`src/sv/ciss_pkg.sv`:
```
// Shared types, constants and helpers for the case-insensitive substring search.
package ciss_pkg;

    // Needle capacity and position counter width
    localparam int MAX_NEEDLE = 16;
    localparam int POS_BITS   = 16;
    localparam int LEN_BITS   = $clog2(MAX_NEEDLE + 1);
    localparam int MATCH_W    = 16;

    localparam logic [POS_BITS-1:0] POS_MAX = {POS_BITS{1'b1}};

    // Action codes
    localparam logic [1:0] ACT_BEGIN  = 2'd0;
    localparam logic [1:0] ACT_APPEND = 2'd1;
    localparam logic [1:0] ACT_TEXT   = 2'd2;

    // Case folding constants
    localparam logic [7:0] CHAR_UPPER_A = 8'h41;
    localparam logic [7:0] CHAR_UPPER_Z = 8'h5A;
    localparam logic [7:0] CASE_OFFSET  = 8'd32;

    typedef struct packed {
        logic [1:0] action;
        logic [7:0] symbol;
        logic       last;
    } t_in_item;

    typedef struct packed {
        logic               found;
        logic [MATCH_W-1:0] match_start;
        logic               needle_overflow;
        logic               last_out;
    } t_out_item;

    // Per-cell control from the top level
    typedef struct packed {
        logic load;    // store the symbol as this cell's needle byte
        logic clear;   // drop the partial-match bit
        logic shift;   // take a new partial-match bit
        logic active;  // cell index is below the needle length
        logic tail;    // cell holds the last needle byte
    } t_cell_ctl;

    // Fold ASCII upper case to lower case
    function automatic logic [7:0] fold(input logic [7:0] b);
        logic [7:0] r;
        r = b;
        if (b >= CHAR_UPPER_A && b <= CHAR_UPPER_Z) begin
            r = b + CASE_OFFSET;
        end
        return r;
    endfunction

endpackage

```
`src/sv/ciss_cell.sv`:
```
// One needle cell: holds a needle byte and one partial-match bit.
module ciss_cell
    import ciss_pkg::*;
(
    input  logic      i_clk,
    input  logic      i_rst_n,
    input  t_cell_ctl i_ctl,
    input  logic [7:0] i_symbol,
    input  logic      i_prev,
    output logic      o_pm,
    output logic      o_hit
);

    logic [7:0] r_char;
    logic       r_pm;
    logic       n_pm;

    // Extend the neighbor's partial match by this byte
    assign n_pm  = i_prev & i_ctl.active & (r_char == i_symbol);
    assign o_hit = n_pm & i_ctl.tail;
    assign o_pm  = r_pm;

    // Hold the needle byte
    always_ff @(posedge i_clk) begin
        if (i_ctl.load) begin
            r_char <= i_symbol;
        end
    end

    // Advance the partial-match bit; a shift already sees a masked neighbor
    always_ff @(posedge i_clk) begin
        if (!i_rst_n) begin
            r_pm <= 1'b0;
        end else begin
            if (i_ctl.shift) begin
                r_pm <= n_pm;
            end else if (i_ctl.clear) begin
                r_pm <= 1'b0;
            end
        end
    end

endmodule

```
`src/sv/case_insensitive_substring_search.sv`:
```
// Case-insensitive substring search: needle cell chain, match tracking, output skid.
//
// Input channel (i_in_valid / o_in_ready, payload i_in_data): action BEGIN
// clears the needle and match state, APPEND adds one needle byte (dropped and
// flagged once the 16-byte needle is full), TEXT streams one text byte. Code 3
// is ignored. Output channel (o_out_valid / i_out_ready, payload o_out_data)
// carries exactly one result per TEXT transfer and nothing for other actions.
// Each result is registered before it reaches o_out_valid. The block takes
// one item per cycle while o_in_ready is high: every needle cell compares its
// byte against the folded text byte and extends its neighbor's partial match
// in that same cycle. A text byte marked last ends the text; the next text
// byte restarts the text with the same needle.
// Reset empties the needle, clears all match state and empties the output.
// When the receiver stalls, one result waits in the output register and a
// second in a skid register; o_in_ready drops only while the skid is full.
module case_insensitive_substring_search
    import ciss_pkg::*;
(
    input  logic      i_clk,
    input  logic      i_rst_n,
    input  logic      i_in_valid,
    output logic      o_in_ready,
    input  t_in_item  i_in_data,
    output logic      o_out_valid,
    input  logic      i_out_ready,
    output t_out_item o_out_data
);

    logic                r_out_valid;
    t_out_item           r_out;
    logic                r_skid_valid;
    t_out_item           r_skid;

    logic [LEN_BITS-1:0] r_len;
    logic                r_overflow;
    logic [POS_BITS-1:0] r_pos;
    logic                r_seen;
    logic [POS_BITS-1:0] r_start;
    logic                r_ended;

    logic [LEN_BITS-1:0] n_len;
    logic                n_overflow;
    logic [POS_BITS-1:0] n_pos;
    logic                n_seen;
    logic [POS_BITS-1:0] n_start;
    logic                n_ended;

    logic                w_accept;
    logic                w_begin;
    logic                w_append;
    logic                w_text;
    logic                w_push;
    logic                w_pop;
    logic [7:0]          w_sym;
    logic                w_eff_seen;
    logic [POS_BITS-1:0] w_eff_pos;
    logic                w_update;
    logic                w_clear;
    logic [MAX_NEEDLE-1:0] w_pm;
    logic [MAX_NEEDLE-1:0] w_hit;
    logic [POS_BITS+MATCH_W-1:0] w_start_ext;
    t_out_item           w_result;

    // Decode the input transfer
    assign o_in_ready = ~r_skid_valid;
    assign w_accept   = i_in_valid & o_in_ready;
    assign w_begin    = w_accept && (i_in_data.action == ACT_BEGIN);
    assign w_append   = w_accept && (i_in_data.action == ACT_APPEND);
    assign w_text     = w_accept && (i_in_data.action == ACT_TEXT);
    assign w_sym      = fold(i_in_data.symbol);

    // A finished text restarts on its next byte
    assign w_eff_seen = r_seen & ~r_ended;
    assign w_eff_pos  = r_ended ? '0 : r_pos;
    assign w_update   = w_text & ~w_eff_seen & (r_len != '0);
    assign w_clear    = w_begin | w_append | (w_text & r_ended);

    // Needle cell chain
    for (genvar k = 0; k < MAX_NEEDLE; k++) begin : g_cell
        t_cell_ctl w_ctl;
        logic      w_prev;

        assign w_ctl.load   = w_append && (r_len == LEN_BITS'(k));
        assign w_ctl.clear  = w_clear;
        assign w_ctl.shift  = w_update;
        assign w_ctl.active = LEN_BITS'(k) < r_len;
        assign w_ctl.tail   = r_len == LEN_BITS'(k + 1);

        if (k == 0) begin : g_head
            assign w_prev = 1'b1;
        end else begin : g_link
            assign w_prev = w_pm[k-1] & ~r_ended;
        end

        ciss_cell u_cell (
            .i_clk    (i_clk),
            .i_rst_n  (i_rst_n),
            .i_ctl    (w_ctl),
            .i_symbol (w_sym),
            .i_prev   (w_prev),
            .o_pm     (w_pm[k]),
            .o_hit    (w_hit[k])
        );
    end

    // Next needle and text state
    always_comb begin
        n_len      = r_len;
        n_overflow = r_overflow;
        n_pos      = r_pos;
        n_seen     = r_seen;
        n_start    = r_start;
        n_ended    = r_ended;
        if (w_begin || w_append) begin
            n_pos   = '0;
            n_seen  = 1'b0;
            n_start = '0;
            n_ended = 1'b0;
        end
        if (w_begin) begin
            n_len      = '0;
            n_overflow = 1'b0;
        end
        if (w_append) begin
            if (r_len < LEN_BITS'(MAX_NEEDLE)) begin
                n_len = r_len + 1'b1;
            end else begin
                n_overflow = 1'b1;
            end
        end
        if (w_text) begin
            n_seen  = w_eff_seen;
            n_start = r_ended ? '0 : r_start;
            if (!w_eff_seen) begin
                if (r_len == '0) begin
                    n_seen  = 1'b1;
                    n_start = w_eff_pos;
                end else if (|w_hit) begin
                    n_seen  = 1'b1;
                    n_start = w_eff_pos - POS_BITS'(r_len) + 1'b1;
                end
            end
            n_pos   = (w_eff_pos == POS_MAX) ? w_eff_pos : w_eff_pos + 1'b1;
            n_ended = i_in_data.last;
        end
    end

    // Form the result from the updated state
    assign w_start_ext = {MATCH_W'(0), n_start};
    always_comb begin
        w_result.found           = n_seen;
        w_result.match_start     = n_seen ? w_start_ext[MATCH_W-1:0] : '0;
        w_result.needle_overflow = n_overflow;
        w_result.last_out        = i_in_data.last;
    end

    // Hold the state
    always_ff @(posedge i_clk) begin
        if (!i_rst_n) begin
            r_len      <= '0;
            r_overflow <= 1'b0;
            r_pos      <= '0;
            r_seen     <= 1'b0;
            r_start    <= '0;
            r_ended    <= 1'b0;
        end else if (w_accept) begin
            r_len      <= n_len;
            r_overflow <= n_overflow;
            r_pos      <= n_pos;
            r_seen     <= n_seen;
            r_start    <= n_start;
            r_ended    <= n_ended;
        end
    end

    // Output register with skid
    assign w_push = w_text;
    assign w_pop  = r_out_valid & i_out_ready;

    always_ff @(posedge i_clk) begin
        if (!i_rst_n) begin
            r_out_valid  <= 1'b0;
            r_skid_valid <= 1'b0;
        end else if (!r_out_valid || w_pop) begin
            if (r_skid_valid) begin
                r_out_valid  <= 1'b1;
                r_skid_valid <= 1'b0;
            end else begin
                r_out_valid <= w_push;
            end
        end else if (w_push) begin
            r_skid_valid <= 1'b1;
        end
    end

    always_ff @(posedge i_clk) begin
        if (!r_out_valid || w_pop) begin
            if (r_skid_valid) begin
                r_out <= r_skid;
            end else if (w_push) begin
                r_out <= w_result;
            end
        end else if (w_push) begin
            r_skid <= w_result;
        end
    end

    assign o_out_valid = r_out_valid;
    assign o_out_data  = r_out;

`ifndef SYNTHESIS
    a_skid_behind_out: assert property (@(posedge i_clk) disable iff (!i_rst_n)
        r_skid_valid |-> r_out_valid)
        else $error("skid register full while output register empty");

    a_len_bound: assert property (@(posedge i_clk) disable iff (!i_rst_n)
        r_len <= LEN_BITS'(MAX_NEEDLE))
        else $error("needle length beyond capacity");

    a_pm_in_needle: assert property (@(posedge i_clk) disable iff (!i_rst_n)
        (w_pm >> r_len) == '0)
        else $error("partial match bit set beyond needle length");

    a_begin_clears: assert property (@(posedge i_clk) disable iff (!i_rst_n)
        w_begin |=> (r_len == '0) && !r_overflow && !r_seen && (w_pm == '0))
        else $error("begin did not clear the search state");

    a_start_zero: assert property (@(posedge i_clk) disable iff (!i_rst_n)
        (o_out_valid && !o_out_data.found) |-> (o_out_data.match_start == '0))
        else $error("match start nonzero without a match");
`endif

endmodule

```
`config.mk`:
```
export PLATFORM = sky130hd
export DESIGN_NAME = case_insensitive_substring_search
export DESIGN_NICKNAME = d
export VERILOG_FILES = /design/src/sv/ciss_pkg.sv /design/src/sv/ciss_cell.sv /design/src/sv/case_insensitive_substring_search.sv
export SDC_FILE = /design/constraint.sdc
export NUM_CORES = 1
export LEC_CHECK = 0
export BUFFER_PORTS_ARGS = -buffer_cell sky130_fd_sc_hd__buf_2
export CELL_PAD_IN_SITES_DETAIL_PLACEMENT = 1
export CELL_PAD_IN_SITES_GLOBAL_PLACEMENT = 1
export CORE_AREA = 8 8 198 200
export DETAILED_ROUTE_END_ITERATION = 8
export DIE_AREA = 0 0 206 208
export GPL_TIMING_DRIVEN = 1
export HOLD_SLACK_MARGIN = 0.03
export PLACE_DENSITY = 0.65
export SYNTH_ARGS = -nofsm -noshare
export SYNTH_HDL_FRONTEND = slang
export SYNTH_SLANG_ARGS = --single-unit
```
`constraint.sdc`:
```
create_clock -name i_clk -period 4.8 [get_ports i_clk]
set_input_delay 0.96 -clock i_clk [delete_from_list [all_inputs] [get_ports i_clk]]
set_output_delay 0.96 -clock i_clk [all_outputs]
set_load 0.02 [all_outputs]
```
==> reports/metrics.cfg <==
[outcome]
status = finished, final reports clean

[floorplan]
die_w_um = 206
initial_core_util = 0.346
core_sq_mm = 0.0361
die_h_um = 208
dieArea_sq_mm = 0.0428
rows = 70
pin_count = 36

[pwr]
p_total_mw = 4.41
power_density_mw_per_mm2 = 310
power.leakage_nw = 5.03
peakVddDrop_v = 0.000246

[worst_hold_path]
min_path_type = register to register

[sta]
fin_hold_ws_ns = 0.471
timing.final.hold_violations = 0
rsz0062_at_grt = false
worst_slew_pin_slew_ns = 1.24
skew_ns = 0.0236
final.setup.tns_ns = 0
final-setup-viol-count = 0
period_needed_ns = 4.29
finalMaxSlewViolations = 0
period_share = 0.894
fin_ws_ns = 0.510
max_freq_ghz = 0.233
slew_headroom = 0.173

[synth]
synth_edf_count = 166
yosys_most_used_dff = edfxtp_1
synth-seq-cells = 223
yosys_warnings = 0
syn_nets = 1281
seq_area_frac_synth = 0.490
synth_cell_types = 91
synth_area_sq_mm = 0.0125
avgSynthCellArea_sq_um = 10.2
syn_inst = 1231
synthArstFlopShare = 0

[run]
maxCapViolations = 0

[setup_path]
cp.required_ns = 5.07
cp_slowest_cell = o311ai_0
cpMostUsedCell = buf_4
critPathArrivalTime_ns = 4.56
critPathBufInv = 3
worstPathMaxFanout = 18
worst-setup-path-type = primary input to register
worstPathCellList = buf_2 > ha_1 > o311ai_0 > o31ai_1 > a211oi_1 > or4b_1 > o32ai_1 > nor4_1 > o21a_1 > buf_4 > nand2_1 > buf_4 > a31oi_1 > o21ai_1
max_stage_delay_ns = 0.52
cp-start-kind = primary input
cp-end-kind = register
crit_family = compound AO/OA/AOI/OAI gates

[route]
drtPass1Iterations = 9
viasPerCell = 5.87
drt-initial-drc-count = 645
drcViolationCount = 0
wl_per_cell_um = 23.5
drt_wl_total_mm = 41.6
drtAntennaViolNets = 0
vias = 10400

[clocking]
cts_setup_buffers = 0
cts_hold_buf = 0
numCtsBuffers = 27
cts_resized = 0
clk_path_buf_depth = 3
htreeDepth = 1
worstSkewPairLatency_ns = 0.55
clkSlewWorstSetupHoldPaths_ns = 0.06
cts_tree = done
clock-root-buffer = clkbuf_16
cts_sinks = 223

[grt]
antenna_found_initial = 1
overflow = 0
grt_max_degree = 48
grt_usage = 0.190
grt_pass1_vias = 10600
grt_pass1_wl_mm = 63.9

[final_layout]
nNetsFinal = 1330
antenna_cells = 0
final_common_cell = edfxtp_1
final_area_sq_mm = 0.0142
fin_util = 0.394
layout-drive-gt1-share = 0.122
syn2layout_area_growth_pct = 13.8
final_cell_mix = edfxtp_1, nor2_1, nand2_1
layout.cells.non_filler = 1767

[placement]
io_buffers = 35
dpl_worst_slack_ns = 0.0597
dp.cells = 1719
dp_hpwl_mm = 30.3
gp_congestion = 0.935
place_area_sq_mm = 0.0134

-- flip-flops by register name, indices dropped and copies added, names as in the netlist --
register / cells
g_cell.u_cell.o_pm: 15
r_overflow: 1
r_pos: 16
r_start: 16
r_skid_valid: 1
r_seen: 1
o_out_data: 19
o_out_valid: 1
r_len: 5
r_ended: 1
g_cell.u_cell.r_char: 128
r_skid: 19
-- worst paths after layout --
| check | end | cells past startpoint | from | slack [ns] |
|---|---|---|---|---|
| hold reg to reg | g_cell[1].u_cell.o_pm$_SDFFE_PN0P_ | 2 | g_cell[1].u_cell.o_pm$_SDFFE_PN0P_ | 0.47 |
| setup / recovery | o_out_data[8]$_DFFE_PP_ | 14 | i_in_data[6] | 0.51 |
| hold / removal | g_cell[1].u_cell.o_pm$_SDFFE_PN0P_ | 2 | g_cell[1].u_cell.o_pm$_SDFFE_PN0P_ | 0.47 |
| setup reg to reg | r_skid[17]$_DFFE_PP_ | 18 | r_ended$_SDFFE_PN0P_ | 0.75 |
-- layout make-up --
class	count	area, sq um
fill	4054	21900
sequential	223	6130
multi-input combinational	889	5870
clock buffer	37	764
timing repair buffer	95	626
tap	468	586
inverter	44	170
clock inverter	11	83.8
-- where the power goes --
| part | internal, mW | switching (mW) | total, mW |
|---|---|---|---|
| registers | 2.08 | 0.00514 | 2.08 |
| logic | 0.102 | 0.245 | 0.346 |
| clock network | 1.16 | 0.816 | 1.98 |
-- logic make-up (layout without fill, tap and decap cells) --
| group | count (synthesis) | in the layout | synth area share |
|---|---|---|---|
| flops | 223 | 223 | 0.490 |
| simple gates | 413 | 413 | 0.172 |
| xor+xnor | 111 | 111 | 0.0778 |
| fa+ha+maj | 35 | 35 | 0.0356 |
| mux | 7 | 7 | 0.00591 |
| compound gates | 323 | 323 | 0.175 |
| buf+inv | 119 | 187 | 0.0427 |
-- synthesized netlist by cell type, types with 34 or more instances --
master	n	area, sq um
a21oi_1	71	355
clkbuf_1	45	169
dfxtp_1	57	1140
edfxtp_1	166	4980
ha_1	34	425
inv_1	38	143
nand2_1	83	312
nand4_1	38	238
nor2_1	95	357
nor3_1	38	190
o21ai_0	54	270
xnor2_1	56	490
xor2_1	55	482
-- worst reg2reg max path, stage by stage, from the launching register on --
cell	delay (ns)
dfxtp_1	0.31
buf_4	0.25
clkinv_1	0.18
nand2_1	0.13
ha_1	0.23
inv_1	0.06
ha_1	0.20
inv_1	0.07
fa_1	0.41
nor2b_1	0.12
o21ai_0	0.12
a21oi_1	0.27
o211ai_1	0.14
a211oi_1	0.30
o21ai_0	0.20
mux2i_1	0.15
and3_1	0.20
a211o_1	0.28
and3_1	0.17
-- routing by layer --
| metal | wire length, um | part of all wire | GRT usage |
|---|---|---|---|
| met1 | 17600 | 0.42 | 0.248 |
| met3 | 2950 | 0.071 | 0.0336 |
| met2 | 19900 | 0.48 | 0.312 |
| met5 | 0 | 0 | 0 |
| met4 | 1140 | 0.027 | 0.0619 |
Note: power is estimated with default switching activity, not from simulation.
